### src/rtl/core/owmf_pkg.sv
package owmf_pkg;

  // Pool geometry
  localparam int SLOT_COUNT = 8;
  localparam int SLOT_BYTES = 64;

  localparam int SLOT_W    = $clog2(SLOT_COUNT);
  localparam int CNT_W     = $clog2(SLOT_COUNT + 1);
  localparam int SUM_W     = $clog2(2 * SLOT_COUNT);
  localparam int OFF_W     = $clog2(SLOT_BYTES + 1);
  localparam int MEM_DEPTH = SLOT_COUNT * SLOT_BYTES;
  localparam int ADDR_W    = (MEM_DEPTH > 1) ? $clog2(MEM_DEPTH) : 1;

  // Fixed field widths
  localparam int DATA_W     = 8;
  localparam int LEN_W      = 7;
  localparam int MAXLEN_W   = 7;
  localparam int SLOTS_W    = 4;
  localparam int CFG_IDX_W  = 1;
  localparam int CFG_DATA_W = 7;

  localparam logic [MAXLEN_W-1:0] MAX_LEN_RESET = 7'd64;
  localparam logic [SLOTS_W-1:0]  SLOTS_RESET   = 4'd8;

  // Command queue between front and back
  localparam int QDEPTH = 4;
  localparam int QPTR_W = $clog2(QDEPTH);
  localparam int QCNT_W = $clog2(QDEPTH + 1);

  // Result status codes
  localparam logic STATUS_DATA  = 1'b0;
  localparam logic STATUS_EMPTY = 1'b1;

  typedef enum logic [CFG_IDX_W-1:0] {
    CFG_MAX_LEN    = 1'b0,
    CFG_SLOTS_USED = 1'b1
  } cfg_reg_t;

  typedef enum logic {
    CMD_PUSH = 1'b0,
    CMD_POP  = 1'b1
  } cmd_kind_t;

  typedef struct packed {
    cmd_kind_t         kind;
    logic [DATA_W-1:0] data;
    logic              byte_valid;
    logic              last;
  } cmd_t;

  typedef struct packed {
    logic              status;
    logic [DATA_W-1:0] out_byte;
    logic              out_valid;
    logic [LEN_W-1:0]  msg_length;
    logic              end_of_msg;
  } res_t;

  typedef enum logic {
    BK_IDLE   = 1'b0,
    BK_STREAM = 1'b1
  } back_state_t;

  function automatic logic [SLOT_W-1:0] next_slot(input logic [SLOT_W-1:0] s);
    return (32'(s) + 32'd1 >= 32'(SLOT_COUNT)) ? '0 : s + SLOT_W'(1);
  endfunction

  function automatic logic [ADDR_W-1:0] slot_addr(input logic [SLOT_W-1:0] s,
                                                  input logic [OFF_W-1:0]  off);
    return ADDR_W'(s) * ADDR_W'(SLOT_BYTES) + ADDR_W'(off);
  endfunction

endpackage

### src/rtl/core/owmf_req_if.sv
interface owmf_req_if;
  logic                           valid;
  logic                           ready;
  logic                           func;
  logic [owmf_pkg::DATA_W-1:0]    data;
  logic                           byte_valid;
  logic                           last;

  modport source (output valid, func, data, byte_valid, last, input ready);
  modport sink   (input valid, func, data, byte_valid, last, output ready);
endinterface

### src/rtl/core/owmf_rsp_if.sv
interface owmf_rsp_if;
  logic                           valid;
  logic                           ready;
  logic                           status;
  logic [owmf_pkg::DATA_W-1:0]    out_byte;
  logic                           out_valid;
  logic [owmf_pkg::LEN_W-1:0]     msg_length;
  logic                           end_of_msg;

  modport source (output valid, status, out_byte, out_valid, msg_length, end_of_msg,
                  input ready);
  modport sink   (input valid, status, out_byte, out_valid, msg_length, end_of_msg,
                  output ready);
endinterface

### src/rtl/core/owmf_cfg_if.sv
interface owmf_cfg_if;
  logic                              valid;
  logic                              ready;
  logic [owmf_pkg::CFG_IDX_W-1:0]    index;
  logic [owmf_pkg::CFG_DATA_W-1:0]   data;

  modport source (output valid, index, data, input ready);
  modport sink   (input valid, index, data, output ready);
endinterface

### src/rtl/core/owmf_front.sv
module owmf_front (
  input  logic           clk,
  input  logic           rst,
  owmf_req_if.sink       req,
  output logic           cmd_valid,
  output owmf_pkg::cmd_t cmd,
  input  logic           cmd_ready
);

  logic           hold_v;
  owmf_pkg::cmd_t hold_cmd;
  logic           accept;
  logic           is_nop;

  // Take a request whenever the holding stage is free or draining
  assign req.ready = !hold_v || cmd_ready;
  assign accept    = req.valid && req.ready;

  // Drop a push request that carries neither a byte nor the last flag
  assign is_nop = !req.func && !req.byte_valid && !req.last;

  always_ff @(posedge clk) begin
    if (rst) begin
      hold_v <= 1'b0;
    end else if (req.ready) begin
      hold_v <= accept && !is_nop;
    end
  end

  always_ff @(posedge clk) begin
    if (accept) begin
      hold_cmd.kind       <= req.func ? owmf_pkg::CMD_POP : owmf_pkg::CMD_PUSH;
      hold_cmd.data       <= req.data;
      hold_cmd.byte_valid <= req.byte_valid;
      hold_cmd.last       <= req.last;
    end
  end

  assign cmd_valid = hold_v;
  assign cmd       = hold_cmd;

endmodule

### src/rtl/core/owmf_queue.sv
module owmf_queue (
  input  logic           clk,
  input  logic           rst,
  input  logic           in_valid,
  input  owmf_pkg::cmd_t in_cmd,
  output logic           in_ready,
  output logic           out_valid,
  output owmf_pkg::cmd_t out_cmd,
  input  logic           out_ready
);

  owmf_pkg::cmd_t                  entries [owmf_pkg::QDEPTH];
  logic [owmf_pkg::QPTR_W-1:0]     wp;
  logic [owmf_pkg::QPTR_W-1:0]     rp;
  logic [owmf_pkg::QCNT_W-1:0]     cnt;
  logic                            push;
  logic                            pop;

  assign in_ready  = cnt != owmf_pkg::QCNT_W'(owmf_pkg::QDEPTH);
  assign out_valid = cnt != '0;
  assign out_cmd   = entries[rp];
  assign push      = in_valid && in_ready;
  assign pop       = out_valid && out_ready;

  // Advance pointers and occupancy
  always_ff @(posedge clk) begin
    if (rst) begin
      wp  <= '0;
      rp  <= '0;
      cnt <= '0;
    end else begin
      if (push) begin
        wp <= (32'(wp) == owmf_pkg::QDEPTH - 1) ? '0 : wp + owmf_pkg::QPTR_W'(1);
      end
      if (pop) begin
        rp <= (32'(rp) == owmf_pkg::QDEPTH - 1) ? '0 : rp + owmf_pkg::QPTR_W'(1);
      end
      cnt <= cnt + owmf_pkg::QCNT_W'(push) - owmf_pkg::QCNT_W'(pop);
    end
  end

  always_ff @(posedge clk) begin
    if (push) begin
      entries[wp] <= in_cmd;
    end
  end

endmodule

### src/rtl/core/owmf_back.sv
module owmf_back (
  input  logic           clk,
  input  logic           rst,
  owmf_cfg_if.sink       cfg,
  input  logic           cmd_valid,
  input  owmf_pkg::cmd_t cmd,
  output logic           cmd_ready,
  owmf_rsp_if.source     rsp
);

  // Configuration
  logic [owmf_pkg::MAXLEN_W-1:0] max_len;
  logic [owmf_pkg::SLOTS_W-1:0]  slots_used;

  // Ring bookkeeping
  logic [owmf_pkg::SLOT_W-1:0] head_slot;
  logic [owmf_pkg::SLOT_W-1:0] tail_slot;
  logic [owmf_pkg::CNT_W-1:0]  stored_count;
  logic [owmf_pkg::OFF_W-1:0]  write_offset;
  logic                        in_message;

  // Stores
  logic [owmf_pkg::DATA_W-1:0] byte_store   [owmf_pkg::MEM_DEPTH];
  logic [owmf_pkg::OFF_W-1:0]  length_store [owmf_pkg::SLOT_COUNT];

  // Stream state
  owmf_pkg::back_state_t       state;
  owmf_pkg::back_state_t       state_next;
  logic [owmf_pkg::SLOT_W-1:0] rd_slot;
  logic [owmf_pkg::OFF_W-1:0]  rd_idx;
  logic [owmf_pkg::OFF_W-1:0]  rd_len;
  logic                        rd_pend;
  logic                        rd_end;
  logic [owmf_pkg::DATA_W-1:0] rd_data;

  // Two-entry result buffer
  owmf_pkg::res_t o_buf [2];
  logic           o_wp;
  logic           o_rp;
  logic [1:0]     o_cnt;
  logic           o_pop;
  logic           o_room;
  logic           o_we;
  owmf_pkg::res_t o_wdata;

  // Derived values
  logic [owmf_pkg::CNT_W-1:0]  cap;
  logic [owmf_pkg::OFF_W-1:0]  eff_len;
  logic                        opening;
  logic                        drop;
  logic [owmf_pkg::SUM_W-1:0]  head_sum;
  logic [owmf_pkg::SLOT_W-1:0] head_drop;
  logic [owmf_pkg::CNT_W-1:0]  cnt_base;
  logic [owmf_pkg::OFF_W-1:0]  off_base;
  logic [owmf_pkg::OFF_W-1:0]  off_after;
  logic                        keep;
  logic                        pop_empty;
  logic [owmf_pkg::OFF_W-1:0]  pop_len;
  logic                        stream_end;
  logic                        can_issue;

  // Control outputs of the sequencer
  logic do_push;
  logic do_pop;
  logic direct_we;
  logic issue;

  assign cfg.ready = 1'b1;

  // Clamp configuration to the pool
  always_comb begin
    if (slots_used == '0) begin
      cap = owmf_pkg::CNT_W'(1);
    end else if (32'(slots_used) > 32'(owmf_pkg::SLOT_COUNT)) begin
      cap = owmf_pkg::CNT_W'(owmf_pkg::SLOT_COUNT);
    end else begin
      cap = owmf_pkg::CNT_W'(slots_used);
    end
    if (32'(max_len) > 32'(owmf_pkg::SLOT_BYTES)) begin
      eff_len = owmf_pkg::OFF_W'(owmf_pkg::SLOT_BYTES);
    end else begin
      eff_len = owmf_pkg::OFF_W'(max_len);
    end
  end

  // Push: drop the oldest messages at a message start, place the byte
  always_comb begin
    opening  = !in_message;
    drop     = opening && (stored_count >= cap);
    head_sum = owmf_pkg::SUM_W'(head_slot)
             + owmf_pkg::SUM_W'(stored_count - cap + owmf_pkg::CNT_W'(1));
    if (head_sum >= owmf_pkg::SUM_W'(owmf_pkg::SLOT_COUNT)) begin
      head_drop = owmf_pkg::SLOT_W'(head_sum - owmf_pkg::SUM_W'(owmf_pkg::SLOT_COUNT));
    end else begin
      head_drop = owmf_pkg::SLOT_W'(head_sum);
    end
    cnt_base  = drop ? cap - owmf_pkg::CNT_W'(1) : stored_count;
    off_base  = opening ? '0 : write_offset;
    keep      = cmd.byte_valid && (off_base < eff_len);
    off_after = keep ? off_base + owmf_pkg::OFF_W'(1) : off_base;
  end

  assign pop_empty  = stored_count == '0;
  assign pop_len    = length_store[head_slot];
  assign stream_end = (rd_idx + owmf_pkg::OFF_W'(1)) == rd_len;

  // Result buffer space, counting a read still in flight
  assign o_pop     = (o_cnt != 2'd0) && rsp.ready;
  assign o_room    = (o_cnt != 2'd2) || o_pop;
  assign can_issue = (3'(o_cnt) + 3'(rd_pend)) < (3'd2 + 3'(o_pop));

  // Sequencer outputs
  always_comb begin
    cmd_ready = 1'b0;
    do_push   = 1'b0;
    do_pop    = 1'b0;
    direct_we = 1'b0;
    issue     = 1'b0;
    unique case (state)
      owmf_pkg::BK_IDLE: begin
        if (cmd_valid) begin
          if (cmd.kind == owmf_pkg::CMD_PUSH) begin
            cmd_ready = 1'b1;
            do_push   = 1'b1;
          end else if (!rd_pend && o_room) begin
            cmd_ready = 1'b1;
            do_pop    = 1'b1;
            direct_we = pop_empty || (pop_len == '0);
          end
        end
      end
      owmf_pkg::BK_STREAM: begin
        issue = can_issue;
      end
      default: begin
        cmd_ready = 1'b0;
      end
    endcase
  end

  // Sequencer next state
  always_comb begin
    state_next = state;
    unique case (state)
      owmf_pkg::BK_IDLE: begin
        if (do_pop && !direct_we) begin
          state_next = owmf_pkg::BK_STREAM;
        end
      end
      owmf_pkg::BK_STREAM: begin
        if (issue && stream_end) begin
          state_next = owmf_pkg::BK_IDLE;
        end
      end
      default: begin
        state_next = owmf_pkg::BK_IDLE;
      end
    endcase
  end

  // Result written into the buffer: a fetched byte or a one-shot status
  always_comb begin
    o_we = direct_we || rd_pend;
    if (rd_pend) begin
      o_wdata.status     = owmf_pkg::STATUS_DATA;
      o_wdata.out_byte   = rd_data;
      o_wdata.out_valid  = 1'b1;
      o_wdata.msg_length = owmf_pkg::LEN_W'(rd_len);
      o_wdata.end_of_msg = rd_end;
    end else begin
      o_wdata.status     = pop_empty ? owmf_pkg::STATUS_EMPTY : owmf_pkg::STATUS_DATA;
      o_wdata.out_byte   = '0;
      o_wdata.out_valid  = 1'b0;
      o_wdata.msg_length = '0;
      o_wdata.end_of_msg = 1'b1;
    end
  end

  // Control registers
  always_ff @(posedge clk) begin
    if (rst) begin
      state        <= owmf_pkg::BK_IDLE;
      max_len      <= owmf_pkg::MAX_LEN_RESET;
      slots_used   <= owmf_pkg::SLOTS_RESET;
      head_slot    <= '0;
      tail_slot    <= '0;
      stored_count <= '0;
      write_offset <= '0;
      in_message   <= 1'b0;
      rd_pend      <= 1'b0;
      o_wp         <= 1'b0;
      o_rp         <= 1'b0;
      o_cnt        <= 2'd0;
    end else begin
      state   <= state_next;
      rd_pend <= issue;

      if (cfg.valid) begin
        if (cfg.index == owmf_pkg::CFG_MAX_LEN) begin
          max_len <= cfg.data;
        end else if (cfg.index == owmf_pkg::CFG_SLOTS_USED) begin
          slots_used <= cfg.data[owmf_pkg::SLOTS_W-1:0];
        end
      end

      if (do_push) begin
        if (drop) begin
          head_slot <= head_drop;
        end
        if (cmd.last) begin
          tail_slot    <= owmf_pkg::next_slot(tail_slot);
          stored_count <= cnt_base + owmf_pkg::CNT_W'(1);
          in_message   <= 1'b0;
          write_offset <= '0;
        end else begin
          stored_count <= cnt_base;
          in_message   <= 1'b1;
          write_offset <= off_after;
        end
      end

      if (do_pop && !pop_empty) begin
        head_slot    <= owmf_pkg::next_slot(head_slot);
        stored_count <= stored_count - owmf_pkg::CNT_W'(1);
      end

      if (o_we) begin
        o_wp <= !o_wp;
      end
      if (o_pop) begin
        o_rp <= !o_rp;
      end
      o_cnt <= o_cnt + 2'(o_we) - 2'(o_pop);
    end
  end

  // Stream payload and length store
  always_ff @(posedge clk) begin
    if (do_push && cmd.last) begin
      length_store[tail_slot] <= off_after;
    end
    if (do_pop) begin
      rd_slot <= head_slot;
      rd_len  <= pop_len;
      rd_idx  <= '0;
    end else if (issue) begin
      rd_idx <= rd_idx + owmf_pkg::OFF_W'(1);
    end
    if (issue) begin
      rd_end <= stream_end;
    end
    if (o_we) begin
      o_buf[o_wp] <= o_wdata;
    end
  end

  // Byte store: one write port, one registered read port
  always_ff @(posedge clk) begin
    if (do_push && keep) begin
      byte_store[owmf_pkg::slot_addr(tail_slot, off_base)] <= cmd.data;
    end
    if (issue) begin
      rd_data <= byte_store[owmf_pkg::slot_addr(rd_slot, rd_idx)];
    end
  end

  assign rsp.valid      = o_cnt != 2'd0;
  assign rsp.status     = o_buf[o_rp].status;
  assign rsp.out_byte   = o_buf[o_rp].out_byte;
  assign rsp.out_valid  = o_buf[o_rp].out_valid;
  assign rsp.msg_length = o_buf[o_rp].msg_length;
  assign rsp.end_of_msg = o_buf[o_rp].end_of_msg;

endmodule

### src/rtl/core/overwrite_oldest_message_fifo.sv
// Message FIFO over a fixed pool of slots that drops the oldest message when full.
// Channels: req takes push and pop requests, rsp returns pop results, cfg writes
// max_len (index 0) and slots_used (index 1); write cfg only while the block is idle.
// A push request carries one byte (byte_valid) and/or the last flag that commits the
// message; a push request with neither is dropped at the front. Pushes give no result.
// A pop returns the oldest committed message, one result per byte with its length and
// end_of_msg on the final byte, or a single result for an empty queue (status 1) or a
// zero-length message.
// Timing: requests pass a holding register and a four-entry command queue; a pop's
// status-only result then passes the result buffer, and its first byte passes the
// stream state register, the byte store's single registered read port and the result
// buffer; bytes then follow one per cycle while the result buffer has room. During a
// pop's byte stream later requests wait in the queue.
// Pushes sustain one request per cycle while no pop holds the back end.
// Reset: the queue holds no message, max_len is 64 and slots_used is 8; the stores
// need no clearing pass.
// Stall: a two-entry result buffer absorbs rsp stalls; once it fills, the byte stream
// pauses, the command queue fills and req.ready drops.
module overwrite_oldest_message_fifo (
  input  logic        clk,
  input  logic        rst,
  owmf_cfg_if.sink    cfg,
  owmf_req_if.sink    req,
  owmf_rsp_if.source  rsp
);

  logic           f_valid;
  owmf_pkg::cmd_t f_cmd;
  logic           f_ready;
  logic           q_valid;
  owmf_pkg::cmd_t q_cmd;
  logic           q_ready;

  owmf_front u_front (
    .clk       (clk),
    .rst       (rst),
    .req       (req),
    .cmd_valid (f_valid),
    .cmd       (f_cmd),
    .cmd_ready (f_ready)
  );

  owmf_queue u_queue (
    .clk       (clk),
    .rst       (rst),
    .in_valid  (f_valid),
    .in_cmd    (f_cmd),
    .in_ready  (f_ready),
    .out_valid (q_valid),
    .out_cmd   (q_cmd),
    .out_ready (q_ready)
  );

  owmf_back u_back (
    .clk       (clk),
    .rst       (rst),
    .cfg       (cfg),
    .cmd_valid (q_valid),
    .cmd       (q_cmd),
    .cmd_ready (q_ready),
    .rsp       (rsp)
  );

  // An empty-queue result is a lone status with no byte and no length
  a_empty_shape: assert property (@(posedge clk) disable iff (rst)
    rsp.valid && (rsp.status == owmf_pkg::STATUS_EMPTY)
      |-> rsp.end_of_msg && !rsp.out_valid && (rsp.msg_length == '0))
    else $error("empty result carries data");

  // A byte result belongs to a message of nonzero length
  a_byte_shape: assert property (@(posedge clk) disable iff (rst)
    rsp.valid && rsp.out_valid
      |-> (rsp.status == owmf_pkg::STATUS_DATA) && (rsp.msg_length != '0))
    else $error("byte result without message length");

  // After a non-final byte is taken, the next result continues the same message
  a_stream_cont: assert property (@(posedge clk) disable iff (rst)
    rsp.valid && rsp.ready && rsp.out_valid && !rsp.end_of_msg ##1 rsp.valid
      |-> rsp.out_valid && (rsp.msg_length == $past(rsp.msg_length)))
    else $error("message stream broken");

  // Commands reach the back end only from a nonempty queue
  a_queue_feed: assert property (@(posedge clk) disable iff (rst)
    q_ready |-> q_valid)
    else $error("command taken from empty queue");

endmodule
### src/flat_wrapper.sv
// flat-port wrapper written by rule: the top's interface ports become plain ports
module overwrite_oldest_message_fifo_flat 
  (clk, rst, cfg_valid, cfg_index, cfg_data, cfg_ready, req_valid, req_func, req_data, req_byte_valid, req_last, req_ready, rsp_valid, rsp_status, rsp_out_byte, rsp_out_valid, rsp_msg_length, rsp_end_of_msg, rsp_ready);
  owmf_cfg_if cfg_i ();
  owmf_req_if req_i ();
  owmf_rsp_if rsp_i ();
  input  logic clk;
  input  logic rst;
  input wire logic [$bits(cfg_i.valid)-1:0] cfg_valid;
  input wire logic [$bits(cfg_i.index)-1:0] cfg_index;
  input wire logic [$bits(cfg_i.data)-1:0] cfg_data;
  output wire logic [$bits(cfg_i.ready)-1:0] cfg_ready;
  input wire logic [$bits(req_i.valid)-1:0] req_valid;
  input wire logic [$bits(req_i.func)-1:0] req_func;
  input wire logic [$bits(req_i.data)-1:0] req_data;
  input wire logic [$bits(req_i.byte_valid)-1:0] req_byte_valid;
  input wire logic [$bits(req_i.last)-1:0] req_last;
  output wire logic [$bits(req_i.ready)-1:0] req_ready;
  output wire logic [$bits(rsp_i.valid)-1:0] rsp_valid;
  output wire logic [$bits(rsp_i.status)-1:0] rsp_status;
  output wire logic [$bits(rsp_i.out_byte)-1:0] rsp_out_byte;
  output wire logic [$bits(rsp_i.out_valid)-1:0] rsp_out_valid;
  output wire logic [$bits(rsp_i.msg_length)-1:0] rsp_msg_length;
  output wire logic [$bits(rsp_i.end_of_msg)-1:0] rsp_end_of_msg;
  input wire logic [$bits(rsp_i.ready)-1:0] rsp_ready;
  assign cfg_i.valid = cfg_valid;
  assign cfg_i.index = cfg_index;
  assign cfg_i.data = cfg_data;
  assign cfg_ready = cfg_i.ready;
  assign req_i.valid = req_valid;
  assign req_i.func = req_func;
  assign req_i.data = req_data;
  assign req_i.byte_valid = req_byte_valid;
  assign req_i.last = req_last;
  assign req_ready = req_i.ready;
  assign rsp_valid = rsp_i.valid;
  assign rsp_status = rsp_i.status;
  assign rsp_out_byte = rsp_i.out_byte;
  assign rsp_out_valid = rsp_i.out_valid;
  assign rsp_msg_length = rsp_i.msg_length;
  assign rsp_end_of_msg = rsp_i.end_of_msg;
  assign rsp_i.ready = rsp_ready;
  overwrite_oldest_message_fifo u_core (.clk(clk), .rst(rst), .cfg(cfg_i), .req(req_i), .rsp(rsp_i));
endmodule
### config.mk
export PLATFORM = sky130hd
export DESIGN_NAME = overwrite_oldest_message_fifo_flat
export DESIGN_NICKNAME = d
export VERILOG_FILES = /design/src/rtl/core/owmf_pkg.sv /design/src/rtl/core/owmf_req_if.sv /design/src/rtl/core/owmf_rsp_if.sv /design/src/rtl/core/owmf_cfg_if.sv /design/src/rtl/core/owmf_front.sv /design/src/rtl/core/owmf_queue.sv /design/src/rtl/core/owmf_back.sv /design/src/rtl/core/overwrite_oldest_message_fifo.sv /design/src/flat_wrapper.sv
export SDC_FILE = /design/constraint.sdc
export NUM_CORES = 2
export LEC_CHECK = 0
export ABC_AREA = 1
export BUFFER_PORTS_ARGS = -buffer_cell sky130_fd_sc_hd__buf_2
export CORE_MARGIN = 2
export CORE_UTILIZATION = 35
export DETAILED_ROUTE_END_ITERATION = 12
export PLACE_DENSITY_LB_ADDON = 0.25
export SYNTH_ARGS = -nofsm -noshare
export SYNTH_HDL_FRONTEND = slang
export SYNTH_MEMORY_MAX_BITS = 65536
export SYNTH_SLANG_ARGS = --single-unit
export TNS_END_PERCENT = 20
### constraint.sdc
create_clock -name clk -period 54.8 [get_ports clk]
set_clock_uncertainty 0.2 [all_clocks]
set_input_delay 8.22 -clock clk [delete_from_list [all_inputs] [get_ports clk]]
set_output_delay 8.22 -clock clk [all_outputs]
set_load 0.05 [all_outputs]
**Word-level counts from Yosys, hierarchy flattened**

Memory sizes are Yosys's and may differ from the RTL's. A register that Yosys moved wholly into a read port is not among the register bits.
Index checks and enable logic that the tools add are counted.

- Register bits: 72
- Memory bits (writable): 4232
- Input port bits: 24
- Logic and storage cells: 161
- Memories kept: 4

Memory list:

| memory | depth | bits a word | read ports | clocked after memory_dff | write ports | line | source |
|---|---|---|---|---|---|---|---|
| u_core.u_back.byte_store | 512 | 8 | 1 | 1 | 1 | owmf_back.sv:23 | `logic [owmf_pkg::DATA_W-1:0] byte_store [owmf_pkg::MEM_DEPTH];` |
| u_core.u_back.length_store | 8 | 7 | 1 | 1 | 1 | owmf_back.sv:24 | `logic [owmf_pkg::OFF_W-1:0] length_store [owmf_pkg::SLOT_COUNT];` |
| u_core.u_queue.entries | 4 | 11 | 1 | 1 | 1 | owmf_queue.sv:12 | `owmf_pkg::cmd_t entries [owmf_pkg::QDEPTH];` |
| u_core.u_back.o_buf | 2 | 18 | 1 | 1 | 1 | owmf_back.sv:37 | `owmf_pkg::res_t o_buf [2];` |

- $add $sub $neg: 23
- Magnitude comparators: 8
- Eq/ne operators: 5
- Muxes and demuxes: 54
- Bitwise logic cells: 2
- Reduce and logical (&&, ||, !) cells: 41

Operator list:

| cell | count |
|---|---|
| 2-to-1 mux 1 bit | 30 |
| 2-to-1 mux 7 bit | 4 |
| 2-to-1 mux 3 bit | 8 |
| 2-to-1 mux 4 bit | 6 |
| adder 9 x 7 -> 9 bit | 2 |
| 2-to-1 mux 18 bit | 1 |
| logical AND 1 bit | 15 |
| adder 7 x 1 -> 7 bit (second input constant) | 2 |
| >= comparator 4 bit (second input constant) | 3 |
| logical NOT 1 bit | 11 |
| adder 3 x 1 -> 4 bit (second input constant) | 2 |
| adder 4 x 1 -> 4 bit (second input constant) | 2 |
| logical NOT 4 bit | 2 |
| 2-to-1 mux 2 bit | 4 |
| AND reduction 2 bit | 4 |
| subtractor 4 x 1 -> 4 bit (second input constant) | 2 |
| equality test 7 bit | 1 |
| > comparator 7 bit (second input constant) | 1 |
| logical NOT 7 bit | 1 |
| < comparator 7 bit | 1 |
| adder 3 x 1 -> 3 bit (second input constant) | 2 |
| nonzero test 2 bit | 3 |
| adder 2 x 1 -> 2 bit (second input constant) | 2 |
| adder 3 x 4 -> 4 bit | 1 |
| other kinds (18) | 23 |

**Depth between registers and ports, before layout**

- Word-level depth: 13
- Depth in mapped cells: 18
- Gate-level depth less buffers: 17

**Hierarchy**

Synthesis repeated with hierarchy kept, for this count alone.

- Cell total of the unflattened synthesis: 14770
- Area total of the unflattened synthesis: 175041.6 um^2

Modules (own cells, without submodules):

| module | instances | cells an instance | area an instance (um^2) | seq. area each (um^2) |
|---|---|---|---|---|
| owmf_back | 1 | 14581 | 172513.0 | 127252.0 |
| owmf_queue | 1 | 169 | 2137.0 | 1501.4 |
| owmf_front | 1 | 20 | 391.6 | 350.3 |

**Worst setup path after synthesis**

OpenSTA, ideal clock, no wires.

- Path type: reg-to-reg
- Start point: register with a tool-made name
- End point: memory u_core.u_back.byte_store[0][6] (netlist name) (data pin)
- Library setup time: 2964 ps
- Data arrival time: 14719 ps
- Required time: 51636 ps
- Path slack: 36917 ps
- Cell stages (with the launch flop): 6
- Path buffers: 2
- Period minus slack after synthesis: 17883 ps
- Cells stage by stage: dfxtp_1 -> inv_1 -> buf_2 -> clkbuf_1 -> o21ai_0 -> o22ai_1

RTL lines:

| what | line |
|---|---|
| end: declaration | owmf_back.sv:23 |

==> impl_results.html <==
<table>
<tr><th>Metric</th><th>Value</th></tr>
<tr><th colspan="2">Die</th></tr>
<tr><td>Rows</td><td>approximately 260</td></tr>
<tr><td>Top-level port count</td><td>45</td></tr>
<tr><td>Starting utilization of the core area</td><td>0.351</td></tr>
<tr><td>Core Footprint</td><td>between 400,000 and 500,000 um^2</td></tr>
<tr><td>Die span in y</td><td>710 um</td></tr>
<tr><td>Die ar.</td><td>just over 500,000 um^2</td></tr>
<tr><td>Die outline width</td><td>710 um</td></tr>
<tr><th colspan="2">Job</th></tr>
<tr><td>Count of maximum capacitance violations</td><td>0</td></tr>
<tr><th colspan="2">Logic synthesis</th></tr>
<tr><td>Cell type with the largest total area after synthesis</td><td>edfxtp_1</td></tr>
<tr><td>Ranking of synthesized cells by instance count</td><td>edfxtp_1, nand2_1, nand3_1, clkbuf_1, nor2_1</td></tr>
<tr><td>Post-synthesis sequential element count</td><td>4,318</td></tr>
<tr><td>Count of mapped cells out of synthesis</td><td>14,800</td></tr>
<tr><td>Cell area after technology mapping</td><td>between 150,000 and 200,000 um^2</td></tr>
<tr><td>Net count after synthesis</td><td>around 15,000</td></tr>
<tr><td>Synthesis warning total</td><td>0</td></tr>
<tr><td>Portion of synthesized cell area occupied by the leading cell type</td><td>0.733</td></tr>
<tr><td>Mean Syn Cell Area</td><td>roughly 12 um^2</td></tr>
<tr><td>Sequential cell area fraction in the yosys report</td><td>0.740</td></tr>
<tr><td>Most common cell in the netlist</td><td>edfxtp_1</td></tr>
<tr><td>Number of distinct library cells after synthesis</td><td>37</td></tr>
<tr><td>Prevailing post-synth register cell</td><td>edfxtp_1</td></tr>
<tr><td>Async set-reset flop share out of synthesis</td><td>0</td></tr>
<tr><td>Top post-synthesis cells by area</td><td>edfxtp_1, nand3_1, nand2_1, clkbuf_1, nor2_1</td></tr>
<tr><td>Number of enable flip-flop cells after synthesis</td><td>4,262</td></tr>
<tr><th colspan="2">Routing</th></tr>
<tr><td>1st-iter DRT viols</td><td>12,800</td></tr>
<tr><td>Vias</td><td>113,000</td></tr>
<tr><td>Detailed-route DRC error count</td><td>0</td></tr>
<tr><td>Drt first pass iters</td><td>7</td></tr>
<tr><td>Detailed-route wire length per cell</td><td>24.0 um</td></tr>
<tr><td>Number of nets with antenna violations after detailed routing</td><td>0</td></tr>
<tr><td>Final wirelength</td><td>516,000 um</td></tr>
<tr><td>Number of vias per cell</td><td>5.25</td></tr>
<tr><th colspan="2">Placement</th></tr>
<tr><td>Total placed cells including tap cells</td><td>around 21,000</td></tr>
<tr><td>Detailed placer's ending HPWL</td><td>287,000 um</td></tr>
<tr><td>Number of buffers added on ports</td><td>between 40 and 50</td></tr>
<tr><td>Weighted congestion reported at the end of routability-driven placement</td><td>0.849</td></tr>
<tr><th colspan="2">Setup path</th></tr>
<tr><td>Maximum cell stage delay along the critical path</td><td>850 ps</td></tr>
<tr><td>Critical Path Source Type</td><td>flip-flop</td></tr>
<tr><td>Number of cells on the worst reg-to-reg path</td><td>15</td></tr>
<tr><td>Critical setup path kind</td><td>flip-flop to primary output</td></tr>
<tr><td>Endpoint kind of the worst setup timing path</td><td>primary output</td></tr>
<tr><td>Reg2Reg Launch Point</td><td>u_core.u_back.rd_idx[0]$_SDFFE_PP0P_</td></tr>
<tr><td>Endpoint required time on the critical path</td><td>46,380 ps</td></tr>
<tr><td>Chain of cells forming the critical path</td><td>mux2_2, buf_2</td></tr>
<tr><td>Worst Path Max Fanout</td><td>18</td></tr>
<tr><td>Setup slack on the worst flop-to-flop path</td><td>between 40,000 and 50,000 ps</td></tr>
<tr><td>Arrival @ worst endpoint</td><td>2500 ps</td></tr>
<tr><td>Buf+Inv Stages, Crit Path</td><td>1</td></tr>
<tr><td>Top delay family on crit path</td><td>flip-flops</td></tr>
<tr><td>Critical path's slowest cell</td><td>dfxtp_1</td></tr>
<tr><td>Critical R2R Capture</td><td>u_core.u_back.rd_data[3]$_DFFE_PP_</td></tr>
<tr><th colspan="2">STA</th></tr>
<tr><td>Fin. max-slew vios</td><td>0</td></tr>
<tr><td>Clock period minus final worst setup slack</td><td>10,920 ps</td></tr>
<tr><td>RSZ-0062 raised after global routing</td><td>no</td></tr>
<tr><td>Period Utilization, post-route</td><td>0.199</td></tr>
<tr><td>Final-report setup violation count</td><td>0</td></tr>
<tr><td>Final-report hold violation count</td><td>0</td></tr>
<tr><td>Highest clock rate</td><td>91.6 MHz</td></tr>
<tr><td>Worst Max-Slew Pin Slew</td><td>1320 ps</td></tr>
<tr><td>Total negative slack for setup checks</td><td>0 ps</td></tr>
<tr><td>Relative slew slack</td><td>0.113</td></tr>
<tr><th colspan="2">Layout</th></tr>
<tr><td>Fraction of final layout cells with drive strength greater than 1</td><td>0.0609</td></tr>
<tr><td>Area Growth Syn to Fin</td><td>11.8%</td></tr>
<tr><td>Post-layout instance count excluding filler cells</td><td>between 20,000 and 25,000</td></tr>
<tr><td># nets final</td><td>14,500</td></tr>
<tr><th colspan="2">Clock tree</th></tr>
<tr><td>Root buffer cell</td><td>clkbuf_16</td></tr>
<tr><td>Number of clock sinks seen by CTS</td><td>between 4,000 and 5,000</td></tr>
<tr><td>Post-CTS repair timing setup buffer count</td><td>0</td></tr>
<tr><td>Clock insertion delay at the later pin of the skew report</td><td>around 1000 ps</td></tr>
<tr><td>Num CTS Buffers</td><td>448</td></tr>
<tr><td>Clock transition at the register clock pins on the worst setup and hold paths after CTS</td><td>60 ps</td></tr>
<tr><td>Post-cts hold buffer count</td><td>0</td></tr>
<tr><td>H-tree depth</td><td>5</td></tr>
<tr><td>Deepest clock path buffer count</td><td>4</td></tr>
<tr><td>Resize count post-CTS</td><td>0</td></tr>
<tr><td>TritonCTS clock tree</td><td>built</td></tr>
<tr><th colspan="2">Power and ir drop</th></tr>
<tr><td>Total power per unit cell area</td><td>between 50 and 60 nW/um^2</td></tr>
<tr><td>IR drop worst, VDD</td><td>0.0000582 V</td></tr>
<tr><td>Lkg Pwr</td><td>66.1 nW</td></tr>
<tr><th colspan="2">Status</th></tr>
<tr><td>Result of the run</td><td>finished clean</td></tr>
<tr><th colspan="2">Global routing</th></tr>
<tr><td>Largest net degree at the start of global routing</td><td>200</td></tr>
<tr><td>First-pass GRT wire length</td><td>750,000 um</td></tr>
<tr><td>Via count of the first global-routing pass</td><td>106,000</td></tr>
<tr><td>Number of antenna violations at the first check in global routing</td><td>19</td></tr>
<tr><td>Gr usage total</td><td>0.199</td></tr>
<tr><td>Residual overflow from global routing</td><td>0</td></tr>
<tr><th colspan="2">Worst hold path</th></tr>
<tr><td>Worst hold start</td><td>u_core.u_back.o_rp$_SDFFE_PP0P_</td></tr>
<tr><td>Worst hold path type</td><td>flip-flop to flip-flop</td></tr>
<tr><td>Hold Path Sink</td><td>u_core.u_back.o_rp$_SDFFE_PP0P_</td></tr>
<tr><td>Count of cells along the worst hold path</td><td>1</td></tr>
</table>
flip-flops by register name, indices dropped and copies added (netlist names), 7 cells and up, named ones only:
register / flops
u_core.u_back.o_buf: 36
u_core.u_back.write_offset: 7
u_core.u_front.cmd: 11
u_core.u_back.rd_idx: 7
u_core.u_queue.entries: 44
u_core.u_back.rd_data: 8
u_core.u_back.byte_store: 4096
u_core.u_back.rd_len: 7
u_core.u_back.length_store: 56
u_core.u_back.max_len: 7
area by class of cell:
type	count	area, um^2
Tap cell	6655	8330
Antenna cell	4	10.0
Clock inverter	253	1850
Timing Repair Buffer	250	2080
Sequential cell	4318	129000
Fill cell	47100	302000
Multi-Input combinational cell	9317	41300
Inverter	135	552
Clock buffer	563	11800
per-stage QoR:
stage | total power [mW] | area, um^2 | worst slack [ps] | hold slack [ps] | utilization
6_report | 10.2 | 195000 | 43880 | 271 | 0.392
5_1_grt | 10.6 | 195000 | 43730 | 294 | 0.392
4_1_cts | 10.3 | 195000 | 43770 | 265 | 0.392
3_5_place_dp | 7.41 | 181000 | 43890 | 256 | 0.365
3_3_place_gp | 7.39 | 181000 | 43910 | 254 | 0.365
2_1_floorplan | 6.55 | 175000 | 36920 | 225 | -
placed cells by master, fill, tap and decap left out, types with 43 or more instances in the layout:
| cell type | Yosys | layout |
|---|---|---|
| buf_2 | 26 | 43 |
| buf_4 | 1 | 182 |
| clkbuf_1 | 829 | 104 |
| clkbuf_16 | 0 | 452 |
| clkinv_1 | 2 | 134 |
| clkinv_2 | 0 | 73 |
| dfxtp_1 | 56 | 50 |
| edfxtp_1 | 4262 | 4262 |
| inv_1 | 129 | 124 |
| nand2_1 | 4260 | 4246 |
| nand3_1 | 4124 | 4124 |
| nor2_1 | 653 | 650 |
| o21ai_0 | 99 | 99 |
routing by layer:
metal	global-route usage	share of wire	vias to the layer above
li1	-	-	51900
met1	0.284	0.43	56100
met2	0.309	0.46	4121
met3	0.0318	0.075	748
met4	0.0660	0.036	4
met5	0	0.000048	-
where the power goes:
group          total, mW  switching, mW  internal, mW  leakage, nW
registers           4.28         0.0469          4.23         38.8
clock network       2.89           1.29          1.61         6.67
logic               3.07           2.45         0.615         20.7
kinds of logic after synthesis:
group / count (synthesis) / share of synthesized area
xor+xnor: 25 / 0.00125
other cells: 1 / 0.0000215
buf+inv: 1143 / 0.0248
flops: 4318 / 0.740
simple gates: 9070 / 0.225
compound gates: 164 / 0.00501
mux: 18 / 0.00116
fa+ha+maj: 39 / 0.00293
worst reg2reg max path: cells and delay by family, from the launching register on:
family | cells | cell delay, ps
buf+inv | 5 | 3520
simple gates | 10 | 2580
flops | 1 | 500
worst max-delay path by stage:
stage | cells after the start | slack [ps] | to | from
detailed placement | 7 | 43890 | u_core.u_back.o_buf[1][10]$_DFFE_PP_ | rsp_ready
global placement | 7 | 43910 | u_core.u_back.o_buf[1][8]$_DFFE_PP_ | rsp_ready
CTS | 2 | 43770 | rsp_msg_length[3] | flip-flop
finish | 2 | 43880 | rsp_out_valid | flip-flop
global route | 2 | 43730 | rsp_out_byte[5] | flip-flop
floorplan | 5 | 36920 | u_core.u_back.byte_store[0][6]$_DFFE_PP_ | flip-flop
Note: power is estimated with default switching activity, not from simulation.
